===== src/design/ptwa_pkg.sv =====
// Shared types, constants and helpers for the peer table with aging.
// Used by ptwa_ctrl, ptwa_dp and peer_table_with_aging_unit.
`timescale 1ns / 1ps
package ptwa_pkg;

    localparam int TABLE_ENTRIES = 8;
    localparam int IDX_W         = (TABLE_ENTRIES > 1) ? $clog2(TABLE_ENTRIES) : 1;
    localparam int CNT_W         = $clog2(TABLE_ENTRIES + 1);

    localparam logic [6:0]  MIN_ANNOUNCE_BYTES = 7'd44;
    localparam logic [31:0] EXPIRY_RESET_MS    = 32'd8000;

    localparam int CFG_IDX_W  = 2;
    localparam int CFG_DATA_W = 32;

    localparam logic [CFG_IDX_W-1:0] CFG_SELF_ANNOUNCING = 2'd0;
    localparam logic [CFG_IDX_W-1:0] CFG_SELF_SESSION_ID = 2'd1;
    localparam logic [CFG_IDX_W-1:0] CFG_MAGIC_VALUE     = 2'd2;
    localparam logic [CFG_IDX_W-1:0] CFG_EXPIRY_LIMIT_MS = 2'd3;

    typedef enum logic [1:0] {
        OP_ANNOUNCE = 2'd0,
        OP_EXPIRE   = 2'd1,
        OP_READ     = 2'd2,
        OP_CLEAR    = 2'd3
    } op_t;

    typedef enum logic [3:0] {
        ST_SHORT     = 4'd0,
        ST_BAD_MAGIC = 4'd1,
        ST_OWN       = 4'd2,
        ST_UPDATED   = 4'd3,
        ST_INSERTED  = 4'd4,
        ST_REPLACED  = 4'd5,
        ST_DROPPED   = 4'd6,
        ST_READ_OK   = 4'd7,
        ST_BAD_INDEX = 4'd8,
        ST_DONE      = 4'd9
    } status_t;

    typedef struct packed {
        op_t         operation;
        logic [31:0] now_ms;
        logic [6:0]  packet_length;
        logic [31:0] announce_magic;
        logic [31:0] announce_session;
        logic [15:0] announce_port;
        logic [7:0]  announce_players;
        logic [7:0]  announce_capacity;
        logic [31:0] sender_addr;
        logic [7:0]  entry_index;
    } item_t;

    typedef struct packed {
        status_t     status;
        logic [2:0]  slot_used;
        logic        entry_active;
        logic [31:0] entry_session;
        logic [15:0] entry_port;
        logic [7:0]  entry_players;
        logic [7:0]  entry_capacity;
        logic [31:0] entry_addr;
        logic [31:0] entry_last_seen;
        logic [3:0]  active_count;
        logic [3:0]  span_used;
    } result_t;

    // controller -> datapath commands
    typedef struct packed {
        logic load;     // capture input transaction
        logic lookup;   // match / free / oldest search, register decision
        logic commit;   // update table, load result register
    } cmd_t;

    function automatic logic [2:0] fit_slot(input logic [IDX_W-1:0] idx);
        logic [31:0] wide;
        wide = 32'(idx);
        return wide[2:0];
    endfunction

    function automatic logic [3:0] fit_cnt(input logic [CNT_W-1:0] cnt);
        logic [31:0] wide;
        wide = 32'(cnt);
        return wide[3:0];
    endfunction

endpackage


===== src/design/ptwa_dp.sv =====
// Datapath for the peer table: config registers, entry registers, lookup logic,
// commit/update logic and result register. Depends on ptwa_pkg.
`timescale 1ns / 1ps
module ptwa_dp
    import ptwa_pkg::*;
(
    input  logic                  clk,
    input  logic                  rst_n,
    input  cmd_t                  cmd,
    input  item_t                 item_in,
    input  logic                  cfg_we,
    input  logic [CFG_IDX_W-1:0]  cfg_index,
    input  logic [CFG_DATA_W-1:0] cfg_wdata,
    output result_t               result
);

    // configuration
    logic        self_announcing_reg;
    logic [31:0] self_session_id_reg;
    logic [31:0] magic_value_reg;
    logic [31:0] expiry_limit_ms_reg;

    // captured transaction
    item_t item_reg;

    // table
    logic [TABLE_ENTRIES-1:0] valid_reg, valid_next;
    logic [31:0] key_reg      [TABLE_ENTRIES];
    logic [31:0] key_next     [TABLE_ENTRIES];
    logic [15:0] port_reg     [TABLE_ENTRIES];
    logic [15:0] port_next    [TABLE_ENTRIES];
    logic [7:0]  players_reg  [TABLE_ENTRIES];
    logic [7:0]  players_next [TABLE_ENTRIES];
    logic [7:0]  capacity_reg [TABLE_ENTRIES];
    logic [7:0]  capacity_next[TABLE_ENTRIES];
    logic [31:0] addr_reg     [TABLE_ENTRIES];
    logic [31:0] addr_next    [TABLE_ENTRIES];
    logic [31:0] seen_reg     [TABLE_ENTRIES];
    logic [31:0] seen_next    [TABLE_ENTRIES];
    logic [CNT_W-1:0] span_next;
    logic [CNT_W-1:0] count_next;

    // lookup stage
    logic [TABLE_ENTRIES-1:0] cand, old_win, expire_hit;
    logic [TABLE_ENTRIES-1:0] expire_mask_reg;
    logic             hit_found, free_found, old_found;
    logic [IDX_W-1:0] hit_idx, free_idx, old_idx;
    status_t          lk_status_reg, lk_status_next;
    logic [IDX_W-1:0] lk_slot_reg, lk_slot_next;

    // read
    logic             rd_in_range;
    logic [IDX_W-1:0] rd_idx;

    result_t result_reg, result_next;

    assign result = result_reg;

    // ---------------- lookup ----------------
    always_comb
    begin
        for (int i = 0; i < TABLE_ENTRIES; i++)
        begin
            cand[i]       = seen_reg[i] < item_reg.now_ms;
            expire_hit[i] = valid_reg[i] &&
                            ((item_reg.now_ms - seen_reg[i]) > expiry_limit_ms_reg);
        end
    end

    // oldest below now, ties go to the lower slot
    always_comb
    begin
        for (int i = 0; i < TABLE_ENTRIES; i++)
        begin
            old_win[i] = cand[i];
            for (int j = 0; j < TABLE_ENTRIES; j++)
            begin
                if (cand[j] && (j < i) && (seen_reg[j] <= seen_reg[i]))
                    old_win[i] = 1'b0;
                if (cand[j] && (j > i) && (seen_reg[j] < seen_reg[i]))
                    old_win[i] = 1'b0;
            end
        end
    end

    always_comb
    begin
        hit_found  = 1'b0;
        hit_idx    = '0;
        free_found = 1'b0;
        free_idx   = '0;
        old_found  = 1'b0;
        old_idx    = '0;
        for (int i = TABLE_ENTRIES - 1; i >= 0; i--)
        begin
            if (valid_reg[i] && (key_reg[i] == item_reg.announce_session))
            begin
                hit_found = 1'b1;
                hit_idx   = IDX_W'(i);
            end
            if (!valid_reg[i])
            begin
                free_found = 1'b1;
                free_idx   = IDX_W'(i);
            end
            if (old_win[i])
            begin
                old_found = 1'b1;
                old_idx   = IDX_W'(i);
            end
        end
    end

    always_comb
    begin
        lk_slot_next = '0;
        if (item_reg.packet_length < MIN_ANNOUNCE_BYTES)
            lk_status_next = ST_SHORT;
        else if (item_reg.announce_magic != magic_value_reg)
            lk_status_next = ST_BAD_MAGIC;
        else if (self_announcing_reg && (self_session_id_reg == item_reg.announce_session))
            lk_status_next = ST_OWN;
        else if (hit_found)
        begin
            lk_status_next = ST_UPDATED;
            lk_slot_next   = hit_idx;
        end
        else if (free_found)
        begin
            lk_status_next = ST_INSERTED;
            lk_slot_next   = free_idx;
        end
        else if (old_found)
        begin
            lk_status_next = ST_REPLACED;
            lk_slot_next   = old_idx;
        end
        else
            lk_status_next = ST_DROPPED;
    end

    // ---------------- commit ----------------
    assign rd_in_range = {1'b0, item_reg.entry_index} < 9'(TABLE_ENTRIES);
    assign rd_idx      = item_reg.entry_index[IDX_W-1:0];

    always_comb
    begin
        valid_next = valid_reg;
        for (int i = 0; i < TABLE_ENTRIES; i++)
        begin
            key_next[i]      = key_reg[i];
            port_next[i]     = port_reg[i];
            players_next[i]  = players_reg[i];
            capacity_next[i] = capacity_reg[i];
            addr_next[i]     = addr_reg[i];
            seen_next[i]     = seen_reg[i];
        end
        result_next        = '0;
        result_next.status = ST_DONE;

        if (cmd.commit)
        begin
            case (item_reg.operation)
                OP_ANNOUNCE:
                begin
                    result_next.status = lk_status_reg;
                    if (lk_status_reg inside {ST_UPDATED, ST_INSERTED, ST_REPLACED})
                    begin
                        result_next.slot_used     = fit_slot(lk_slot_reg);
                        players_next[lk_slot_reg] = item_reg.announce_players;
                        seen_next[lk_slot_reg]    = item_reg.now_ms;
                    end
                    if (lk_status_reg inside {ST_INSERTED, ST_REPLACED})
                    begin
                        valid_next[lk_slot_reg]    = 1'b1;
                        key_next[lk_slot_reg]      = item_reg.announce_session;
                        port_next[lk_slot_reg]     = item_reg.announce_port;
                        capacity_next[lk_slot_reg] = item_reg.announce_capacity;
                        addr_next[lk_slot_reg]     = item_reg.sender_addr;
                    end
                end
                OP_EXPIRE:
                begin
                    valid_next = valid_reg & ~expire_mask_reg;
                end
                OP_READ:
                begin
                    if (rd_in_range)
                    begin
                        result_next.status          = ST_READ_OK;
                        result_next.slot_used       = fit_slot(rd_idx);
                        result_next.entry_active    = valid_reg[rd_idx];
                        result_next.entry_session   = key_reg[rd_idx];
                        result_next.entry_port      = port_reg[rd_idx];
                        result_next.entry_players   = players_reg[rd_idx];
                        result_next.entry_capacity  = capacity_reg[rd_idx];
                        result_next.entry_addr      = addr_reg[rd_idx];
                        result_next.entry_last_seen = seen_reg[rd_idx];
                    end
                    else
                        result_next.status = ST_BAD_INDEX;
                end
                OP_CLEAR:
                begin
                    valid_next = '0;
                    for (int i = 0; i < TABLE_ENTRIES; i++)
                    begin
                        key_next[i]      = '0;
                        port_next[i]     = '0;
                        players_next[i]  = '0;
                        capacity_next[i] = '0;
                        addr_next[i]     = '0;
                        seen_next[i]     = '0;
                    end
                end
                default:
                begin
                    result_next.status = ST_DONE;
                end
            endcase
        end

        // span equals highest valid slot + 1, or zero when no slot is valid
        span_next  = '0;
        count_next = '0;
        for (int i = 0; i < TABLE_ENTRIES; i++)
        begin
            if (valid_next[i])
            begin
                span_next  = CNT_W'(i + 1);
                count_next = count_next + 1'b1;
            end
        end
        result_next.active_count = fit_cnt(count_next);
        result_next.span_used    = fit_cnt(span_next);
    end

    // ---------------- registers ----------------
    always_ff @(posedge clk or negedge rst_n)
    begin
        if (!rst_n)
        begin
            self_announcing_reg <= 1'b0;
            self_session_id_reg <= '0;
            magic_value_reg     <= '0;
            expiry_limit_ms_reg <= EXPIRY_RESET_MS;
        end
        else if (cfg_we)
        begin
            case (cfg_index)
                CFG_SELF_ANNOUNCING: self_announcing_reg <= cfg_wdata[0];
                CFG_SELF_SESSION_ID: self_session_id_reg <= cfg_wdata;
                CFG_MAGIC_VALUE:     magic_value_reg     <= cfg_wdata;
                CFG_EXPIRY_LIMIT_MS: expiry_limit_ms_reg <= cfg_wdata;
                default:             self_announcing_reg <= self_announcing_reg;
            endcase
        end
    end

    always_ff @(posedge clk or negedge rst_n)
    begin
        if (!rst_n)
        begin
            valid_reg <= '0;
            for (int i = 0; i < TABLE_ENTRIES; i++)
            begin
                key_reg[i]      <= '0;
                port_reg[i]     <= '0;
                players_reg[i]  <= '0;
                capacity_reg[i] <= '0;
                addr_reg[i]     <= '0;
                seen_reg[i]     <= '0;
            end
        end
        else if (cmd.commit)
        begin
            valid_reg <= valid_next;
            for (int i = 0; i < TABLE_ENTRIES; i++)
            begin
                key_reg[i]      <= key_next[i];
                port_reg[i]     <= port_next[i];
                players_reg[i]  <= players_next[i];
                capacity_reg[i] <= capacity_next[i];
                addr_reg[i]     <= addr_next[i];
                seen_reg[i]     <= seen_next[i];
            end
        end
    end

    // payload registers, no reset
    always_ff @(posedge clk)
    begin
        if (cmd.load)
            item_reg <= item_in;
        if (cmd.lookup)
        begin
            lk_status_reg   <= lk_status_next;
            lk_slot_reg     <= lk_slot_next;
            expire_mask_reg <= expire_hit;
        end
        if (cmd.commit)
            result_reg <= result_next;
    end

endmodule


===== config.mk =====
export PLATFORM = sky130hd
export DESIGN_NAME = ptwa_dp
export DESIGN_NICKNAME = d
export VERILOG_FILES = /design/src/design/ptwa_pkg.sv /design/src/design/ptwa_dp.sv
export SDC_FILE = /design/constraint.sdc
export NUM_CORES = 2
export LEC_CHECK = 0
export ABC_AREA = 1
export BUFFER_PORTS_ARGS = -buffer_cell sky130_fd_sc_hd__buf_2
export CAP_MARGIN = 0
export CORE_MARGIN = 2
export CORE_UTILIZATION = 50
export CTS_CLUSTER_SIZE = 30
export DETAILED_ROUTE_END_ITERATION = 8
export MAX_ROUTING_LAYER = met4
export PLACE_DENSITY = 0.7
export SLEW_MARGIN = 0
export SYNTH_ARGS = -nofsm -noshare
export SYNTH_HDL_FRONTEND = slang
export SYNTH_SLANG_ARGS = --single-unit
export TNS_END_PERCENT = 30

===== constraint.sdc =====
create_clock -name clk -period 11.2 [get_ports clk]
set_input_delay 2.24 -clock clk [delete_from_list [all_inputs] [get_ports clk]]
set_output_delay 2.24 -clock clk [all_outputs]
set_load 0.03 [all_outputs]

# After elaboration in Yosys (flattened, before gate mapping)
# Index checks and enable logic that the tools add are counted.
# word_totals
ff_bits,1465
latch_bits,0
ram_bits,0
romBits,0
in_bits,217
out_inout_bits,144
elab_cells,471
mem_count,0
# classes
addsub,15
n_mul,0
div_mod_pow,0
n_lt_le_gt_ge,80
n_eq_ne,21
shift,0
n_mux,179
n_bitwise,5
reduce_logical,91
# op_table
operator,n
256-bit case mux with 2 select lines,3
32-bit less-than comparator,36
32-bit less-or-equal comparator,28
256-bit bitwise mux,3
256-bit 2-to-1 mux,3
32-bit binary-select mux with 3-bit select,3
32-bit == test,9
32-bit greater-than comparator,8
128-bit case mux with 2 select lines,1
64-bit case mux with 2 select lines,2
32-bit subtractor,8
32-bit 2-to-1 mux,7
132-bit 2-to-1 mux,1
128-bit bitwise mux,1
64-bit bitwise mux,2
128-bit 2-to-1 mux,1
64-bit 2-to-1 mux,2
32-bit demux with 3-bit select,1
1-bit 2-to-1 mux,84
3-bit 2-to-1 mux,28
1-bit logical AND,75
4-bit 2-to-1 mux,14
8-bit 2-to-1 mux,7
16-bit binary-select mux with 3-bit select,1
35 further kinds,63

# Longest topological paths before layout
# depth
word_depth,23
depth_mapped,29
ltp_nobuf,29

# Least setup slack after synthesis
# OpenSTA, ideal clock, no wires.
# synth_path
kind,input to register
start,input cmd[0] in the netlist's numbering
end,"register result_reg, in the netlist result[5] (data pin)"
setup_ns,0.261
arrival_time_ns,5.514
required_ns,10.939
path_slack_ns,5.425
cell_stages,23
n_path_buf,0
path_cell_list,inv_1 -> nor2_4 -> o22ai_1 -> inv_1 -> ha_1 -> nand3b_1 -> nand2_2 -> inv_2 -> ha_1 -> nand2_1 -> nand2_1 -> ha_1 -> nor2_1 -> a31oi_2 -> ha_1 -> inv_1 -> o21ai_2 -> ha_1 -> nand2_1 -> nand2_1 -> ha_1 -> nor2_1 -> a31oi_1
# synth_between
elab_chain_cells,16
# synth_rtl
item,line,text
start: declaration,ptwa_dp.sv:9,"input cmd_t cmd,"
8-bit 2-to-1 mux *,ptwa_dp.sv:161,if (cmd.commit)
named net valid_next[0],ptwa_dp.sv:27,"logic [TABLE_ENTRIES-1:0] valid_reg, valid_next;"
1-bit 2-to-1 mux *,ptwa_dp.sv:228,if (valid_next[i])
4-bit by 1-bit adder with 4-bit output,ptwa_dp.sv:231,count_next = count_next + 1'b1;
4-bit 2-to-1 mux *,ptwa_dp.sv:228,
4-bit by 1-bit adder with 4-bit output,ptwa_dp.sv:231,
4-bit 2-to-1 mux *,ptwa_dp.sv:228,
4-bit by 1-bit adder with 4-bit output,ptwa_dp.sv:231,
[2 not listed],--,
4-bit 2-to-1 mux *,ptwa_dp.sv:228,
4-bit by 1-bit adder with 4-bit output,ptwa_dp.sv:231,
4-bit 2-to-1 mux *,ptwa_dp.sv:228,
4-bit by 1-bit adder with 4-bit output,ptwa_dp.sv:231,
4-bit 2-to-1 mux *,ptwa_dp.sv:228,
4-bit by 1-bit adder with 4-bit output,ptwa_dp.sv:231,
4-bit 2-to-1 mux *,ptwa_dp.sv:228,
named net count_next[1],ptwa_dp.sv:41,logic [CNT_W-1:0] count_next;
end signal: assignment,ptwa_dp.sv:302,result_reg <= result_next;
end: declaration,ptwa_dp.sv:55,"result_t result_reg, result_next;"
# Mark *: on every way through the listed nets, which the timed path passes. The rest lies on a longest branch.
# A chain may end at the register's enable or synchronous reset.

# Final worst setup path
# layout_path
start,register item_reg[143] in the netlist's numbering
end,register expire_mask_reg[7] (data pin)
# layout_between
elab_chain_cells,3
# layout_rtl
item,line,text
start: declaration,ptwa_dp.sv:24,item_t item_reg;
start signal: assignment,ptwa_dp.sv:294,item_reg <= item_in;
32-bit subtractor,ptwa_dp.sv:66,((item_reg.now_ms - seen_reg[i]) > expiry_limit_ms_reg);
32-bit greater-than comparator,ptwa_dp.sv:66,
1-bit logical AND,ptwa_dp.sv:65,expire_hit[i] = valid_reg[i] &&
named net expire_hit[7],ptwa_dp.sv:44,"logic [TABLE_ENTRIES-1:0] cand, old_win, expire_hit;"
end signal: assignment,ptwa_dp.sv:299,expire_mask_reg <= expire_hit;
end: declaration,ptwa_dp.sv:45,logic [TABLE_ENTRIES-1:0] expire_mask_reg;
# The timed path passes the listed nets, and every way through them passes these cells.

==> summary.md <==
| Metric | Value |
|---|---|
| First drt pass iteration count | `9` |
| Netlist cell types | `64` |
| Initial antenna violation count | `29` |
| Hold Violations, Final | `0` |
| Setup violators final | `0` |
| Total die area | `roughly 210000 um^2` |
| CTS Buffer Depth | `3` |
| CTS clk-pin slew, worst paths | `around 0.06 ns` |
| Status | `finished clean` |
| Fraction of the mapped netlist area in adder cells | `between 10% and 20%` |
| Critical Path Fanout Max | `8` |
| Tmin final | `~6.9 ns` |
| Synth async-reset ratio | `between 70% and 80%` |
| All-layer global routing usage | `44.69%` |
| Initial Util | `between 50% and 60%` |
| Area of the multi-input gates | `56320 um^2` |
| Critical path arrival | `between 7 and 8 ns` |
| Layout cells sized above 1 | `just over 7%` |
| Reg-to-Reg Start | `item_reg[143]` |
| Largest net degree at the start of global routing | `about 140` |
| P&R area growth vs syn | `10.57%` |
| Crit Path Category | `reg2reg` |
| H-tree levels | `4` |
| Post-synthesis sequential area ratio | `between 30% and 40%` |
| RSZ-0062 raised after global routing | `false` |
| Fmax | `between 0.1 and 0.15 GHz` |
| Vias in the first global route | `between 90k and 100k` |
| Syn_nets | `around 14k` |
| GRT overflow | `0` |
| Synthesized instance count | `~12k` |
| Root Buffer | `clkbuf_16` |
| Max-slew violations | `0` |
| Placer Congestion | `about 1.1` |
| CP endpoint kind | `flip-flop` |
| Synth Register Bits | `about 1.5k` |
| Main combinational cell family by area after synthesis | `compound AO/OA/AOI/OAI gates` |
| Reg2Reg Setup Slack | `about 4.3 ns` |
| Hold Path Class | `reg2reg` |
| Simple-Gate Fraction of Synth Area | `roughly an eighth` |
| Hold-fix buffers at CTS | `0` |
| Sequential cell area | `about 38000 um^2` |
| EDFF count, synth | `between 300 and 400` |
| Leakage power total | `slightly above 50 nW` |
| Routed WL | `roughly 470 mm` |
| Critical Path Sink | `expire_mask_reg[7]` |
| Worst clock skew | `0.1020 ns` |
| Mux share of post-synthesis cell area | `0%` |
| Row cnt | `approximately 170` |
| Layout Cells excl Fill | `around 15k` |
| Predominant post-synthesis flop cell | `dfrtp_1` |
| Post-DP HPWL | `around 340 mm` |
| IO buf count | `358` |
| Setup bufs post-CTS | `0` |
| Worst Reg-to-Reg Cells | `26` |
| Fillcell total | `~19k` |
| XOR/XNOR share of the synthesized area | `2.889%` |
| Clk_lat worst skew | `0.92 ns` |
| Yosys warns | `0` |
| Most common cell after layout, fill and taps aside | `nand2_1` |
| Die Wd | `about 460 um` |
| Least-Margin Pin Slew | `between 1 and 1.5 ns` |
| # Max-Cap Violations | `0` |
| DP Cell Count | `15.13k` |
| Io pins | `between 300 and 400` |
| DRT iter0 DRCs | `between 10k and 15k` |
| Pwr Density | `roughly 210 nW/um^2` |
| Core area | `a little over 200000 um^2` |
| Rel. slew slack | `under 10%` |
| Die Span Y | `about 460 um` |
| First-pass GRT wire length | `about 660 mm` |
| Cts repair resizes | `0` |
| Compound-Gate Fraction of Synth Area | `21.41%` |
| Crit share post-route | `between 60% and 70%` |
| CTS Buf Count | `about 160` |
| Clock sink count | `between 1k and 1.5k` |
| WL/cell | `approximately 30 um` |
| Crit path launch | `item_reg[143]` |
| Most frequent cells in the layout | `nand2_1, inv_1, ha_1, a21oi_1, o22ai_1` |
| Hold_sp | `expiry_limit_ms_reg[14]` |
| Syn Std Cell Area | `about 100000 um^2` |
| Number of vias per cell | `roughly 6.5` |
| Layout net count | `about 14k` |
| Final setup TNS | `0 ns` |
| Routed via count | `between 100k and 150k` |
| Synthesized area per cell | `slightly above 8 um^2` |
| Worst flop-to-flop path endpoint | `expire_mask_reg[7]` |
| Number of remaining DRC errors | `0` |
| WP data required | `11.81 ns` |
| Routed Antenna Nets | `0` |
| Worst Setup Start Kind | `flip-flop` |
| CTS tree | `yes` |
| Peak VDD IR | `roughly 0.15 mV` |
[worst max-delay path, stage by stage (launching register included)]
cell and delay, ns:
edfxtp_1 0.53, inv_1 0.44, ha_1 0.23, inv_1 0.06, fa_1 0.40, nand3_1 0.09
nand2_1 0.12, nand2_1 0.08, nand2_1 0.27, a21oi_1 0.33, o21bai_1 0.15, a21oi_1 0.42
o21ai_0 0.23, nand2_1 0.11, nand2_1 0.08, a21boi_0 0.34, o21bai_1 0.13, xor2_1 0.15
inv_1 0.06, ha_1 0.26, nand2_1 0.09, inv_1 0.09, nand3_1 0.06, nor3_1 0.31
nor4b_1 1.07, a21oi_1 0.18, a311oi_1 0.32
[layout make-up]
cell class	instances	area share, %
well taps	2688	2.970
multi-input cells	8809	49.73
clock inverters	95	1.108
diodes	19	0.04198
clock buffers	214	4.025
inverters	1647	5.513
repair buffers	528	2.833
flip-flops and latches	1462	33.78
[power by group]
group / leakage, nW / internal (mW) / switching [mW]
logic: 30.4 / 3.71 / 7.38
registers: 18.7 / 5.98 / 0.687
clock network: 2.78 / 3.29 / 2.52
[routing by layer]
layer	global-route usage [%]	share of wire, %	up-vias
met5	-	0	-
met4	32.73	8.8	0
met3	7.236	9.4	1526
met2	66.87	44	6163
met1	54.72	37	48670
li1	-	-	44170
[synthesized netlist by cell type, drive strengths merged (72+ instances only)]
| cell | n | area (um^2) |
|---|---|---|
| nand2 | 1960 | 7397 |
| inv | 1636 | 6141 |
| ha | 1416 | 17720 |
| a21oi | 1351 | 6799 |
| o22ai | 1164 | 7282 |
| dfrtp | 1123 | 28100 |
| o21ai | 872 | 4379 |
| nor2 | 528 | 2014 |
| clkbuf | 463 | 1738 |
| edfxtp | 333 | 10000 |
| nand3 | 326 | 1637 |
| xnor2 | 177 | 1550 |
| a31oi | 167 | 1051 |
| xor2 | 160 | 1409 |
| nand4 | 158 | 988.5 |
| nor3 | 84 | 420.4 |
| nor4 | 72 | 450.4 |
[cell families (layout without fill, tap and decap cells)]
logic type | count (synthesis) | after routing
other cells | 0 | 19
flops | 1462 | 1462
simple gates | 3187 | 3187
buf+inv | 2148 | 2484
fa+ha+maj | 1424 | 1424
compound gates | 3861 | 3861
xor+xnor | 337 | 337
[stage by stage]
step	util (%)	power (mW)	hold slack, ns	setup WS (ns)	area, um^2
after floorplan	-	13.44	0.4530	5.425	102400
after global placement	52.59	17.12	0.4677	4.745	107400
after detailed placement	52.59	17.48	0.4739	4.768	107400
after CTS	55.44	23.30	0.4889	4.650	113200
after global routing	55.47	24.89	0.5212	4.422	113200
final	55.47	23.57	0.4868	4.324	113300
[worst min path at each step]
stage	endpoint	depth (start not counted)
final	expiry_limit_ms_reg[14]	2
after global placement	expiry_limit_ms_reg[4]	2
after floorplan	expiry_limit_ms_reg[13]	2
after global routing	expiry_limit_ms_reg[14]	2
after CTS	magic_value_reg[18]	2
after detailed placement	magic_value_reg[18]	2
No activity file was read; power rests on OpenSTA's default activity.
