## src/design/ptwa_pkg.sv

```systemverilog
// Shared types, constants and helpers for the peer table with aging.
// Used by ptwa_ctrl, ptwa_dp and peer_table_with_aging_unit.
`timescale 1ns / 1ps
package ptwa_pkg;

    localparam int TABLE_ENTRIES = 8;
    localparam int IDX_W         = (TABLE_ENTRIES > 1) ? $clog2(TABLE_ENTRIES) : 1;
    localparam int CNT_W         = $clog2(TABLE_ENTRIES + 1);

    localparam logic [6:0]  MIN_ANNOUNCE_BYTES = 7'd44;
    localparam logic [31:0] EXPIRY_RESET_MS    = 32'd8000;

    localparam int CFG_IDX_W  = 2;
    localparam int CFG_DATA_W = 32;

    localparam logic [CFG_IDX_W-1:0] CFG_SELF_ANNOUNCING = 2'd0;
    localparam logic [CFG_IDX_W-1:0] CFG_SELF_SESSION_ID = 2'd1;
    localparam logic [CFG_IDX_W-1:0] CFG_MAGIC_VALUE     = 2'd2;
    localparam logic [CFG_IDX_W-1:0] CFG_EXPIRY_LIMIT_MS = 2'd3;

    typedef enum logic [1:0] {
        OP_ANNOUNCE = 2'd0,
        OP_EXPIRE   = 2'd1,
        OP_READ     = 2'd2,
        OP_CLEAR    = 2'd3
    } op_t;

    typedef enum logic [3:0] {
        ST_SHORT     = 4'd0,
        ST_BAD_MAGIC = 4'd1,
        ST_OWN       = 4'd2,
        ST_UPDATED   = 4'd3,
        ST_INSERTED  = 4'd4,
        ST_REPLACED  = 4'd5,
        ST_DROPPED   = 4'd6,
        ST_READ_OK   = 4'd7,
        ST_BAD_INDEX = 4'd8,
        ST_DONE      = 4'd9
    } status_t;

    typedef struct packed {
        op_t         operation;
        logic [31:0] now_ms;
        logic [6:0]  packet_length;
        logic [31:0] announce_magic;
        logic [31:0] announce_session;
        logic [15:0] announce_port;
        logic [7:0]  announce_players;
        logic [7:0]  announce_capacity;
        logic [31:0] sender_addr;
        logic [7:0]  entry_index;
    } item_t;

    typedef struct packed {
        status_t     status;
        logic [2:0]  slot_used;
        logic        entry_active;
        logic [31:0] entry_session;
        logic [15:0] entry_port;
        logic [7:0]  entry_players;
        logic [7:0]  entry_capacity;
        logic [31:0] entry_addr;
        logic [31:0] entry_last_seen;
        logic [3:0]  active_count;
        logic [3:0]  span_used;
    } result_t;

    // controller -> datapath commands
    typedef struct packed {
        logic load;     // capture input transaction
        logic lookup;   // match / free / oldest search, register decision
        logic commit;   // update table, load result register
    } cmd_t;

    function automatic logic [2:0] fit_slot(input logic [IDX_W-1:0] idx);
        logic [31:0] wide;
        wide = 32'(idx);
        return wide[2:0];
    endfunction

    function automatic logic [3:0] fit_cnt(input logic [CNT_W-1:0] cnt);
        logic [31:0] wide;
        wide = 32'(cnt);
        return wide[3:0];
    endfunction

endpackage

```

## src/design/ptwa_ctrl.sv

```systemverilog
// Controller for the peer table: idle / lookup / commit sequencing and result valid.
// Depends on ptwa_pkg (cmd_t).
`timescale 1ns / 1ps
module ptwa_ctrl
    import ptwa_pkg::*;
(
    input  logic clk,
    input  logic rst_n,
    input  logic in_valid,
    output logic in_ready,
    output logic out_valid,
    input  logic out_ready,
    output cmd_t cmd
);

    typedef enum logic [2:0] {
        S_IDLE   = 3'b001,
        S_LOOKUP = 3'b010,
        S_COMMIT = 3'b100
    } state_t;

    state_t state_reg, state_next;
    logic   out_valid_reg, out_valid_next;
    logic   commit_go;

    // commit only when the result register is free or drains this cycle
    assign commit_go = (state_reg == S_COMMIT) && (!out_valid_reg || out_ready);
    assign in_ready  = (state_reg == S_IDLE) || commit_go;

    assign cmd.load   = in_valid && in_ready;
    assign cmd.lookup = (state_reg == S_LOOKUP);
    assign cmd.commit = commit_go;

    assign out_valid = out_valid_reg;

    always_comb
    begin
        state_next = state_reg;
        case (state_reg)
            S_IDLE:
            begin
                if (cmd.load)
                    state_next = S_LOOKUP;
            end
            S_LOOKUP:
            begin
                state_next = S_COMMIT;
            end
            S_COMMIT:
            begin
                if (commit_go)
                    state_next = cmd.load ? S_LOOKUP : S_IDLE;
            end
            default:
            begin
                state_next = S_IDLE;
            end
        endcase
    end

    always_comb
    begin
        if (commit_go)
            out_valid_next = 1'b1;
        else if (out_ready)
            out_valid_next = 1'b0;
        else
            out_valid_next = out_valid_reg;
    end

    always_ff @(posedge clk or negedge rst_n)
    begin
        if (!rst_n)
        begin
            state_reg     <= S_IDLE;
            out_valid_reg <= 1'b0;
        end
        else
        begin
            state_reg     <= state_next;
            out_valid_reg <= out_valid_next;
        end
    end

endmodule

```

## config.mk

```make
export PLATFORM = sky130hd
export DESIGN_NAME = ptwa_ctrl
export DESIGN_NICKNAME = d
export VERILOG_FILES = /design/src/design/ptwa_pkg.sv /design/src/design/ptwa_ctrl.sv
export SDC_FILE = /design/constraint.sdc
export NUM_CORES = 1
export LEC_CHECK = 0
export CAP_MARGIN = 20
export CORE_AREA = 2 2 39 41
export CTS_CLUSTER_DIAMETER = 150
export DETAILED_ROUTE_END_ITERATION = 7
export DIE_AREA = 0 0 41 43
export DONT_BUFFER_PORTS = 1
export PLACE_DENSITY = 0.3
export SLEW_MARGIN = 25
export SYNTH_ARGS = -nofsm -noshare
export SYNTH_HDL_FRONTEND = slang
export SYNTH_SLANG_ARGS = --single-unit
```

## constraint.sdc

```tcl
create_clock -name clk -period 1.43 [get_ports clk]
set_clock_uncertainty 0.15 [all_clocks]
set_input_delay 0.286 -clock clk [delete_from_list [all_inputs] [get_ports clk]]
set_output_delay 0.286 -clock clk [all_outputs]
set_load 0.02 [all_outputs]
```

==> After elaboration in Yosys (flattened, before gate mapping) <==
Index checks and enable logic that the tools add are counted.
{ "word_totals": {"ff_bits": 4, "output_inout_bits": 5, "word_cells": 20} }
{ "op_classes": {"n_eq_ne": 5, "n_mux": 6, "reduce_logical": 7} }
{ "ops": {"columns": ["cell", "n"], "rows": [
  ["$pmux W3 S3", 1],
  ["$mux W3", 2],
  ["$ne A2 B2 Y1 const B", 2],
  ["$eq A3 B1 Y1 const B", 1],
  ["$eq A3 B2 Y1 const B", 1],
  ["$eq A3 B3 Y1 const B", 1],
  ["$logic_and A1 B1 Y1", 2],
  ["$logic_or A1 B1 Y1", 2],
  ["$mux W1", 2],
  ["$mux W2", 1],
  ["$reduce_and A2 Y1", 1],
  ["$reduce_bool A2 Y1", 1],
  ["$logic_not A1 Y1", 1]
]} }

==> Logic depth before layout (Yosys ltp) <==
Gate-level depths: netlist (run 1).
{ "logic_depth": {"word_depth": 8, "depth_mapped": 4, "ltp_nobuf": 3} }

==> Worst setup path before layout (run 1) <==
OpenSTA, ideal clock, no wires.
{ "synth_path": {"kind": "register to output", "start": "reg state_reg[0]", "end": "out cmd[2] (netlist name)", "arrival_time_ns": 1.297, "required_time_ns": 0.994, "setup_slack_ns": -0.303, "path_stages_with_launch": 4, "cell_sequence": "dfstp_2 > nor2b_1 > a21oi_2 > nor3b_1"} }
{ "synth_lines": {"columns": ["element", "line_no", "text"], "rows": [
  ["from (decl)", "ptwa_ctrl.sv:22", "state_t state_reg, state_next;"],
  ["from (signal assigned)", "ptwa_ctrl.sv:80", "state_reg <= state_next;"],
  ["to (decl)", "ptwa_ctrl.sv:13", "output cmd_t cmd"]
]} }

==> Worst setup path after layout (run 1) <==
{ "layout_path": {"start": "reg state_reg[0]", "end": "out in_ready"} }
{ "layout_between": {"elab_chain_cells": 3, "elab_cells_between_ends": 4, "cone_classes": "eq/ne (2); reduce/logical (2)"} }
{ "layout_rtl": {"columns": ["element", "line_no", "text"], "rows": [
  ["$eq A3 B3 Y1", "ptwa_ctrl.sv:27", "assign commit_go = (state_reg == S_COMMIT) && (!out_valid_reg || out_ready);"],
  ["$logic_and A1 B1 Y1", "ptwa_ctrl.sv:27", null],
  ["$logic_or A1 B1 Y1 *", "ptwa_ctrl.sv:28", "assign in_ready = (state_reg == S_IDLE) || commit_go;"],
  ["to (decl)", "ptwa_ctrl.sv:10", "output logic in_ready,"]
]} }
Every way passes the cells marked *; elsewhere a longest branch is shown, timed or not.

==> impl_metrics.env, run 1 <==
export IMPL_vdd_ir_drop_max_v=0.000584
export IMPL_crit_cells=3
export IMPL_hold_violations=0
export IMPL_clock_path_buffers=2
export IMPL_crit_fanout=3
export IMPL_post_route_period_util=1.21
export IMPL_synth_avg_cell_area_sq_um=9.38
export IMPL_worst_slack_ns=-0.303
export IMPL_yosysSeqAreaShare=0.450
export IMPL_initial_core_util=0.163
export IMPL_routedWlPerCell_um=9.22
export IMPL_cts_tree="yes"
export IMPL_setup_viol=4
export IMPL_area_growth_pct=75.6
export IMPL_synth_area_leaders="dfrtp_1 33%, dfstp_2 12%, nor3b_1 6.7%"
export IMPL_failed_checks="negative setup slack"
export IMPL_grt_pass1_wl_um=786
export IMPL_rsz0062_at_grt="yes"
export IMPL_grt_antenna_before_repair=0
export IMPL_firstDrtPassIters=2
export IMPL_status="finished with violations"
export IMPL_drc=0
export IMPL_diodes=0
export IMPL_period_needed_ns=1.73
export IMPL_slowest_delay_ns=0.53
export IMPL_async_flop_share=1.00
export IMPL_synth_top_area_cell="dfrtp_1"
export IMPL_htreeDepth=1
export IMPL_die_h_um=43
export IMPL_slew_headroom=0.816
export IMPL_synthesis_area_sq_um=225
export IMPL_cpLargestDelayFamily="flip-flops"
export IMPL_ys_warn_count=0
export IMPL_power_density_mw_per_mm2=1890
export IMPL_critPathArrivalTime_ns=1.30
export IMPL_fp_dieArea_sq_mm=0.00176
export IMPL_worst_setup_path_end_kind="output pin"
export IMPL_core_sq_mm=0.00138
export IMPL_largest_reg_flops=3
export IMPL_worst_pin_slew_ns=0.276
export IMPL_pin_count=9
export IMPL_finalNonFillerCells=54
export IMPL_grt_max_degree=7
export IMPL_syn_inst=24
export IMPL_rows=14
export IMPL_hold_path_class="in -> reg"
export IMPL_path_buf_inv=0
export IMPL_ant_nets=0
export IMPL_layout_nets=43
export IMPL_via_per_inst=3.81
export IMPL_io_buffers=0
export IMPL_cts_num_sinks=4
export IMPL_cp_cell_sequence="and2b_2, a21oi_4, nor2_2"
export IMPL_dp_cells=46
export IMPL_vias=206
export IMPL_gp_congestion=0.575
export IMPL_leakage_nw=0.180
export IMPL_drtIter0Drc=1
export IMPL_die_width_um=41
export IMPL_cp_required_ns=0.99
export IMPL_crit_slowest_cell="dfstp_2"
export IMPL_maxCapViolations=0
export IMPL_synth_edf_count=0
export IMPL_whs_ns=0.0616
export IMPL_seq_area_sq_um=103
export IMPL_numCtsBuffers=3
export IMPL_synth_seq_cells=4
export IMPL_critPathKind="reg -> out"
export IMPL_ys_top_cells_by_count="3 x dfrtp_1, 3 x nor2_1"
export IMPL_grt_pass1_vias=211
export IMPL_cts_root_buf="clkbuf_4"
export IMPL_path_clk_slew_ns=0.04
export IMPL_synthesis_nets=28
export IMPL_wl_um=498
export IMPL_max_freq_mhz=577
export IMPL_setup_worst_path_start_class="flip-flop"
export IMPL_reg2reg_depth=5
export IMPL_min_path_cells=1
export IMPL_synth_flop_cell="dfrtp_1"
export IMPL_grt_overflow=0
export IMPL_multiInputGateArea_sq_um=150
export IMPL_yosysUniqueCellTypes=16
export IMPL_drive_gt1_frac=0.579
export IMPL_clock_latency_ns=0.24
export IMPL_hpwl_um=412
export IMPL_synthDominantCellAreaShare=0.333
export IMPL_slew_viol_final=0
export IMPL_fill_cells=150
export IMPL_grtUsageTotal=0.0736
## kinds of logic (layout without fill, tap and decap cells)
group                  Yosys count  in the layout  synth area share
buffers and inverters            2             16            0.0500
AO/OA/AOI/OAI                    4              4             0.122
AND/OR/NAND/NOR                 14             14             0.378
flip-flops                       4              4             0.450
## final cells by class
class / count / area share
multi-input combinational: 18 / 0.380
tap: 16 / 0.0506
inverter: 1 / 0.00949
clock buffer: 4 / 0.0665
sequential: 4 / 0.259
timing repair buffer: 11 / 0.234
## where the power goes
group | internal, W | switching (W) | total (W)
sequential | 0.000158 | 0.0000424 | 0.000201
combinational | 0.000208 | 0.000185 | 0.000393
clock | 0.000105 | 0.0000471 | 0.000152
## worst paths after layout
| path | startpoint | end | slack [ns] |
|---|---|---|---|
| min reg2reg | state_reg[1] | state_reg[1] | 0.40 |
| min in group asynchronous | rst_n | state_reg[2] | 0.16 |
| max reg2reg | state_reg[0] | state_reg[0] | 0.12 |
| min | in_valid | state_reg[1] | 0.06 |
| max | state_reg[0] | in_ready | -0.30 |
| max in group asynchronous | rst_n | state_reg[0] | 0.73 |
## layout by cell type, fill, tap and decap left out
| cell | count |
|---|---|
| nor2_1 | 2 |
| inv_1 | 1 |
| clkbuf_4 | 3 |
| buf_4 | 8 |
| dfrtp_1 | 2 |
| buf_6 | 2 |
| nor2b_4 | 1 |
| nor3b_4 | 2 |
| nor2b_1 | 1 |
| clkbuf_1 | 1 |
| a21oi_1 | 1 |
| nand2_2 | 1 |
| nand2_1 | 1 |
| nand3_1 | 1 |
| o21a_1 | 1 |
| nand2b_1 | 2 |
| nor2_2 | 1 |
| a21oi_4 | 1 |
| dlygate4sd3_1 | 1 |
| and2b_2 | 1 |
| nor3b_1 | 1 |
| a31oi_1 | 1 |
| dfstp_2 | 1 |
| dfrtp_2 | 1 |
## metrics by stage
step	cell area, sq um	setup slack [ns]	setup TNS [ns]	util	total power [W]
after CTS	394	-0.314	-1.08	0.285	0.000756
final	395	-0.303	-1.01	0.286	0.000745
after global placement	322	-0.0726	-0.193	0.232	0.000532
after floorplan	256	-0.0446	-0.133	-	0.000430
after global routing	395	-0.361	-1.23	0.286	0.000804
after detailed placement	322	-0.0811	-0.213	0.232	0.000532
## layer usage
layer | vias up | part of all wire | global-route usage
met5 | - | 0 | 0
met2 | 7 | 0.49 | 0.100
met1 | 91 | 0.42 | 0.0749
met4 | 0 | 0.028 | 0.100
li1 | 106 | - | -
met3 | 2 | 0.058 | 0.0157
## timing repair
item	in CTS	in global routing
pin swaps	1	2
gates cloned	0	0
hold buffers	1	0
gates resized for setup	3	1
setup endpoints to repair	4	4
hold endpoints to repair	4	0
setup buffers	4	0
(Power assumes the default switching activity.)
==> run 2, diff against run 1 <==
BUFFER_PORTS_ARGS = -buffer_cell sky130_fd_sc_hd__buf_2   (was unset)
CTS_CLUSTER_DIAMETER = 200   (was 150)
DONT_BUFFER_PORTS = unset   (was 1)
PLACE_DENSITY = unset   (was 0.3)
PLACE_DENSITY_LB_ADDON = 0.15   (was unset)
==> run 2 against run 1 <==
- the flow still finishes with violations (negative setup slack)
- sequential power shrank 2%
- worst setup slack lost 0.085 ns
- sequential share of layout area shrank 3.0 points
- register-to-register slack lost 0.26 ns
- global-route usage grew 1.1 points
- cell area grew 12%
- sequential cell count is the same
- clock power is essentially flat
- cell count grew 11%
- first-iteration DRC count is the same
- utilization grew 3.3 points
- critical path depth grew 1
==> impl_metrics.env, run 2 (synthesis results as in run 1) <==
export IMPL_reg2reg_depth=6
export IMPL_largest_reg_flops=3
export IMPL_cpLargestDelayFamily="flip-flops"
export IMPL_rsz0062_at_grt="yes"
export IMPL_fill_cells=151
export IMPL_grtUsageTotal=0.0848
export IMPL_crit_cells=4
export IMPL_r2r_start="state_reg[0]"
export IMPL_period_needed_ns=1.82
export IMPL_path_buf_inv=1
export IMPL_vias=222
export IMPL_setup_viol=5
export IMPL_numCtsBuffers=3
export IMPL_drc=0
export IMPL_leakage_nw=0.214
export IMPL_layout_nets=49
export IMPL_status="finished with violations"
export IMPL_cts_root_buf="clkbuf_4"
export IMPL_grt_max_degree=7
export IMPL_min_path_cells=2
export IMPL_final_cell_mix="7 x buf_4, 5 x buf_6, 4 x buf_2"
export IMPL_drive_gt1_frac=0.636
export IMPL_worst_setup_path_end_kind="output pin"
export IMPL_critPathKind="reg -> out"
export IMPL_slew_viol_final=0
export IMPL_routedWlPerCell_um=8.62
export IMPL_grt_pass1_vias=246
export IMPL_cts_num_sinks=4
export IMPL_setup_worst_path_start_class="flip-flop"
export IMPL_hpwl_um=413
export IMPL_grt_overflow=0
export IMPL_crit_start="state_reg[0]"
export IMPL_hold_path_class="in -> reg"
export IMPL_clock_path_buffers=2
export IMPL_htreeDepth=1
export IMPL_rows=14
export IMPL_seq_area_sq_um=101
export IMPL_failed_checks="negative setup slack"
export IMPL_cp_required_ns=0.99
export IMPL_ant_nets=0
export IMPL_total_power_w=0.000814
export IMPL_vdd_ir_drop_max_v=0.000588
export IMPL_worst_slack_ns=-0.388
export IMPL_initial_core_util=0.163
export IMPL_max_freq_mhz=550
export IMPL_fp_dieArea_sq_mm=0.00176
export IMPL_slowest_delay_ns=0.52
export IMPL_hp_start="in_valid"
export IMPL_grt_pass1_wl_um=945
export IMPL_diodes=0
export IMPL_area_growth_pct=96.1
export IMPL_final_area_sq_um=442
export IMPL_hold_violations=0
export IMPL_cts_tree="yes"
export IMPL_whs_ns=0.197
export IMPL_postPlaceCellArea_sq_um=347
export IMPL_crit_slowest_cell="dfstp_2"
export IMPL_grt_antenna_before_repair=0
export IMPL_worst_pin_slew_ns=0.245
export IMPL_die_width_um=41
export IMPL_maxCapViolations=0
export IMPL_crit_fanout=3
export IMPL_post_route_util=0.319
export IMPL_firstDrtPassIters=2
export IMPL_gp_congestion=0.666
export IMPL_final_common_cell="buf_4"
export IMPL_clock_latency_ns=0.23
export IMPL_io_buffers=8
export IMPL_critPathArrivalTime_ns=1.38
export IMPL_power_density_mw_per_mm2=1840
export IMPL_drtIter0Drc=1
export IMPL_path_clk_slew_ns=0.04
export IMPL_multiInputGateArea_sq_um=151
export IMPL_cp_cell_sequence="and2b_2, a21oi_4, nor3b_4, buf_6"
export IMPL_pin_count=9
export IMPL_die_h_um=43
export IMPL_core_sq_mm=0.00138
export IMPL_via_per_inst=3.70
export IMPL_slew_headroom=0.837
export IMPL_wl_um=517
export IMPL_post_route_period_util=1.27
run 2: changes by cell type in the layout (fill, tap and decap cells not counted), sizes merged:
cell,change
buf,+6
run 2: report_power, final:
part	internal, W	switching, W	leakage, nW
clock network	0.000105	0.0000459	0.0150
registers	0.000156	0.0000409	0.0510
logic	0.000266	0.000200	0.148
run 2: repair_timing:
item / CTS / global route
setup buffers: 2 / 1
hold buffers: 1 / 0
setup endpoints to repair: 4 / 6
gates resized for setup: 6 / 5
gates cloned: 0 / 0
pin swaps: 3 / 2
endpoints found under the hold margin: 4 / 0
run 2: area by class of cell:
cell class / count / area share
Timing Repair Buffer: 17 / 0.314
Tap cell: 16 / 0.0453
Inverter: 1 / 0.00850
Sequential cell: 4 / 0.229
Clock buffer: 4 / 0.0595
Multi-Input combinational cell: 18 / 0.343
run 2: metal layers:
metal	GRT usage	routed length [um]
met3	0.0314	18
met2	0.109	280
met5	0	0
met4	0.0800	0
met1	0.101	218
run 2: path summary, 6_finish.rpt:
path / end / slack, ns
max: cmd[2] / -0.39
min: state_reg[1] / 0.20
min reg2reg: state_reg[1] / 0.45
min in group asynchronous: state_reg[2] / 0.22
max in group asynchronous: state_reg[0] / 0.70
max reg2reg: state_reg[1] / -0.14
run 2: worst reg2reg max path, delay by kind of cell (launching register included):
family,cells,cell delay (ns)
buffers and inverters,3,0.31
AND/OR/NAND/NOR,2,0.28
AO/OA/AOI/OAI,1,0.19
flip-flops,1,0.52
run 2: through the flow:
step / setup slack [ns] / setup TNS, ns / std cells
finish: -0.388 / -1.43 / 60
global route: -0.446 / -1.74 / 60
CTS: -0.417 / -1.49 / 59
detailed placement: -0.169 / -0.358 / 52
global placement: -0.165 / -0.338 / 52
floorplan: -0.0446 / -0.133 / 24
==> run 3, diff against run 2 <==
CTS_BUF_LIST = sky130_fd_sc_hd__clkbuf_2 sky130_fd_sc_hd__clkbuf_4 sky130_fd_sc_hd__clkbuf_8   (was unset)
==> run 3 against run 2 <==
- the flow still finishes with violations (negative setup slack)
- clock power rose by 13%
- sequential cell count stayed put
- largest cell class unchanged
- global-route usage increased by 0.10 points
- sequential power barely moved
- hold slack lost 0.0016 ns
- highest routed layer unchanged
==> impl_metrics.env, run 3 (synthesis results as in run 1) <==
export IMPL_vias=222
export IMPL_drc=0
export IMPL_finalNonFillerCells=60
export IMPL_power_density_mw_per_mm2=1870
export IMPL_reg2reg_depth=6
export IMPL_crit_cells=4
export IMPL_leakage_nw=0.217
export IMPL_clock_latency_ns=0.23
export IMPL_critPathKind="reg -> out"
export IMPL_critPathArrivalTime_ns=1.38
export IMPL_max_freq_mhz=550
export IMPL_drtIter0Drc=1
export IMPL_cp_required_ns=0.99
export IMPL_grt_antenna_before_repair=0
export IMPL_cts_root_buf="clkbuf_4"
export IMPL_crit_fanout=3
export IMPL_area_growth_pct=97.8
export IMPL_largest_reg_flops=3
export IMPL_initial_core_util=0.163
export IMPL_setup_tns_ns=-1.44
export IMPL_crit_start="state_reg[0]"
export IMPL_crit_slowest_cell="dfstp_2"
export IMPL_failed_checks="negative setup slack"
export IMPL_grt_overflow=0
export IMPL_hpwl_um=413
export IMPL_cts_num_sinks=4
export IMPL_multiInputGateArea_sq_um=151
export IMPL_via_per_inst=3.70
export IMPL_worst_slack_ns=-0.389
export IMPL_setup_worst_path_start_class="flip-flop"
export IMPL_grt_pass1_wl_um=959
export IMPL_cp_endpoint="cmd[2]"
export IMPL_core_sq_mm=0.00138
export IMPL_post_route_period_util=1.27
export IMPL_fill_cells=149
export IMPL_ant_nets=0
export IMPL_htreeDepth=1
export IMPL_timing_reg2reg_setup_slack_ns=-0.14
export IMPL_cpLargestDelayFamily="flip-flops"
export IMPL_io_buffers=8
export IMPL_grtUsageTotal=0.0858
export IMPL_maxCapViolations=0
export IMPL_worst_pin_slew_ns=0.245
export IMPL_diodes=0
export IMPL_path_buf_inv=1
export IMPL_drive_gt1_frac=0.659
export IMPL_slew_headroom=0.837
export IMPL_grt_pass1_vias=247
export IMPL_hold_violations=0
export IMPL_rsz0062_at_grt="yes"
export IMPL_grt_max_degree=7
export IMPL_period_needed_ns=1.82
export IMPL_dp_slack_ns=-0.169
export IMPL_rr_endpoint="state_reg[1]"
export IMPL_rows=14
export IMPL_dp_cells=52
export IMPL_cts_tree="yes"
export IMPL_slowest_delay_ns=0.52
export IMPL_final_cell_mix="7 x buf_4, 5 x buf_6, 4 x clkbuf_4, 4 x buf_2, 3 x dfrtp_1"
export IMPL_slew_viol_final=0
export IMPL_worst_setup_path_end_kind="output pin"
export IMPL_hold_path_class="in -> reg"
export IMPL_status="finished with violations"
export IMPL_numCtsBuffers=3
export IMPL_setup_viol=5
export IMPL_layout_nets=49
export IMPL_die_width_um=41
export IMPL_path_clk_slew_ns=0.04
export IMPL_r2r_start="state_reg[0]"
export IMPL_routedWlPerCell_um=8.67
export IMPL_wl_um=520
export IMPL_gp_congestion=0.666
export IMPL_pin_count=9
export IMPL_final_common_cell="buf_4"
export IMPL_die_h_um=43
export IMPL_clock_path_buffers=2
export IMPL_vdd_ir_drop_max_v=0.000592
export IMPL_seq_area_sq_um=101
export IMPL_firstDrtPassIters=2
export IMPL_fp_dieArea_sq_mm=0.00176
export IMPL_cp_cell_sequence="and2b_2, a21oi_4, nor3b_4, buf_6"
-- run 3: cell type report --
class	count	share of cell area
inverter	1	0.00843
timing repair buffer	17	0.312
multi-input combinational	18	0.340
clock buffer	4	0.0674
tap	16	0.0449
sequential	4	0.228
-- run 3: per-stage QoR --
stage / utilization / instance area, sq um / power (W) / hold WS, ns
3_3_place_gp: 0.250 / 347 / 0.000554 / -0.0560
3_5_place_dp: 0.250 / 347 / 0.000555 / -0.0570
6_report: 0.322 / 445 / 0.000834 / 0.195
4_1_cts: 0.304 / 420 / 0.000814 / 0.191
5_1_grt: 0.322 / 445 / 0.000906 / 0.191
2_1_floorplan: - / 256 / 0.000430 / -0.160
-- run 3: how the worst min path moves through the flow --
stage	cells after the start	endpoint	start	slack, ns
2_1_floorplan	0	out_valid	rst_n	-0.16
3_3_place_gp	1	out_valid	rst_n	-0.06
3_5_place_dp	1	out_valid	rst_n	-0.06
4_1_cts	2	state_reg[1]	in_valid	0.19
5_1_grt	2	state_reg[1]	in_valid	0.19
6_report	2	state_reg[1]	in_valid	0.20
-- run 3: where the power goes --
group	switching (W)	total (W)	internal, W
combinational	0.000200	0.000467	0.000266
sequential	0.0000409	0.000197	0.000156
clock	0.0000470	0.000171	0.000124
-- run 3: repair_timing --
action                     CTS  global route
setup endpoints to repair    4             6
setup buffers                2             1
hold buffers                 1             0
hold endpoints to repair     4             0
resized for setup            6             5
pin swaps                    3             2
-- run 3: metal layers --
layer	up-vias	GRT usage	wire length [um]	share of wire
met4	0	0.0800	0	0
met1	101	0.105	219	0.42
li1	118	-	-	-
met2	3	0.109	282	0.54
met5	-	0	0	0
met3	0	0.0314	18	0.035
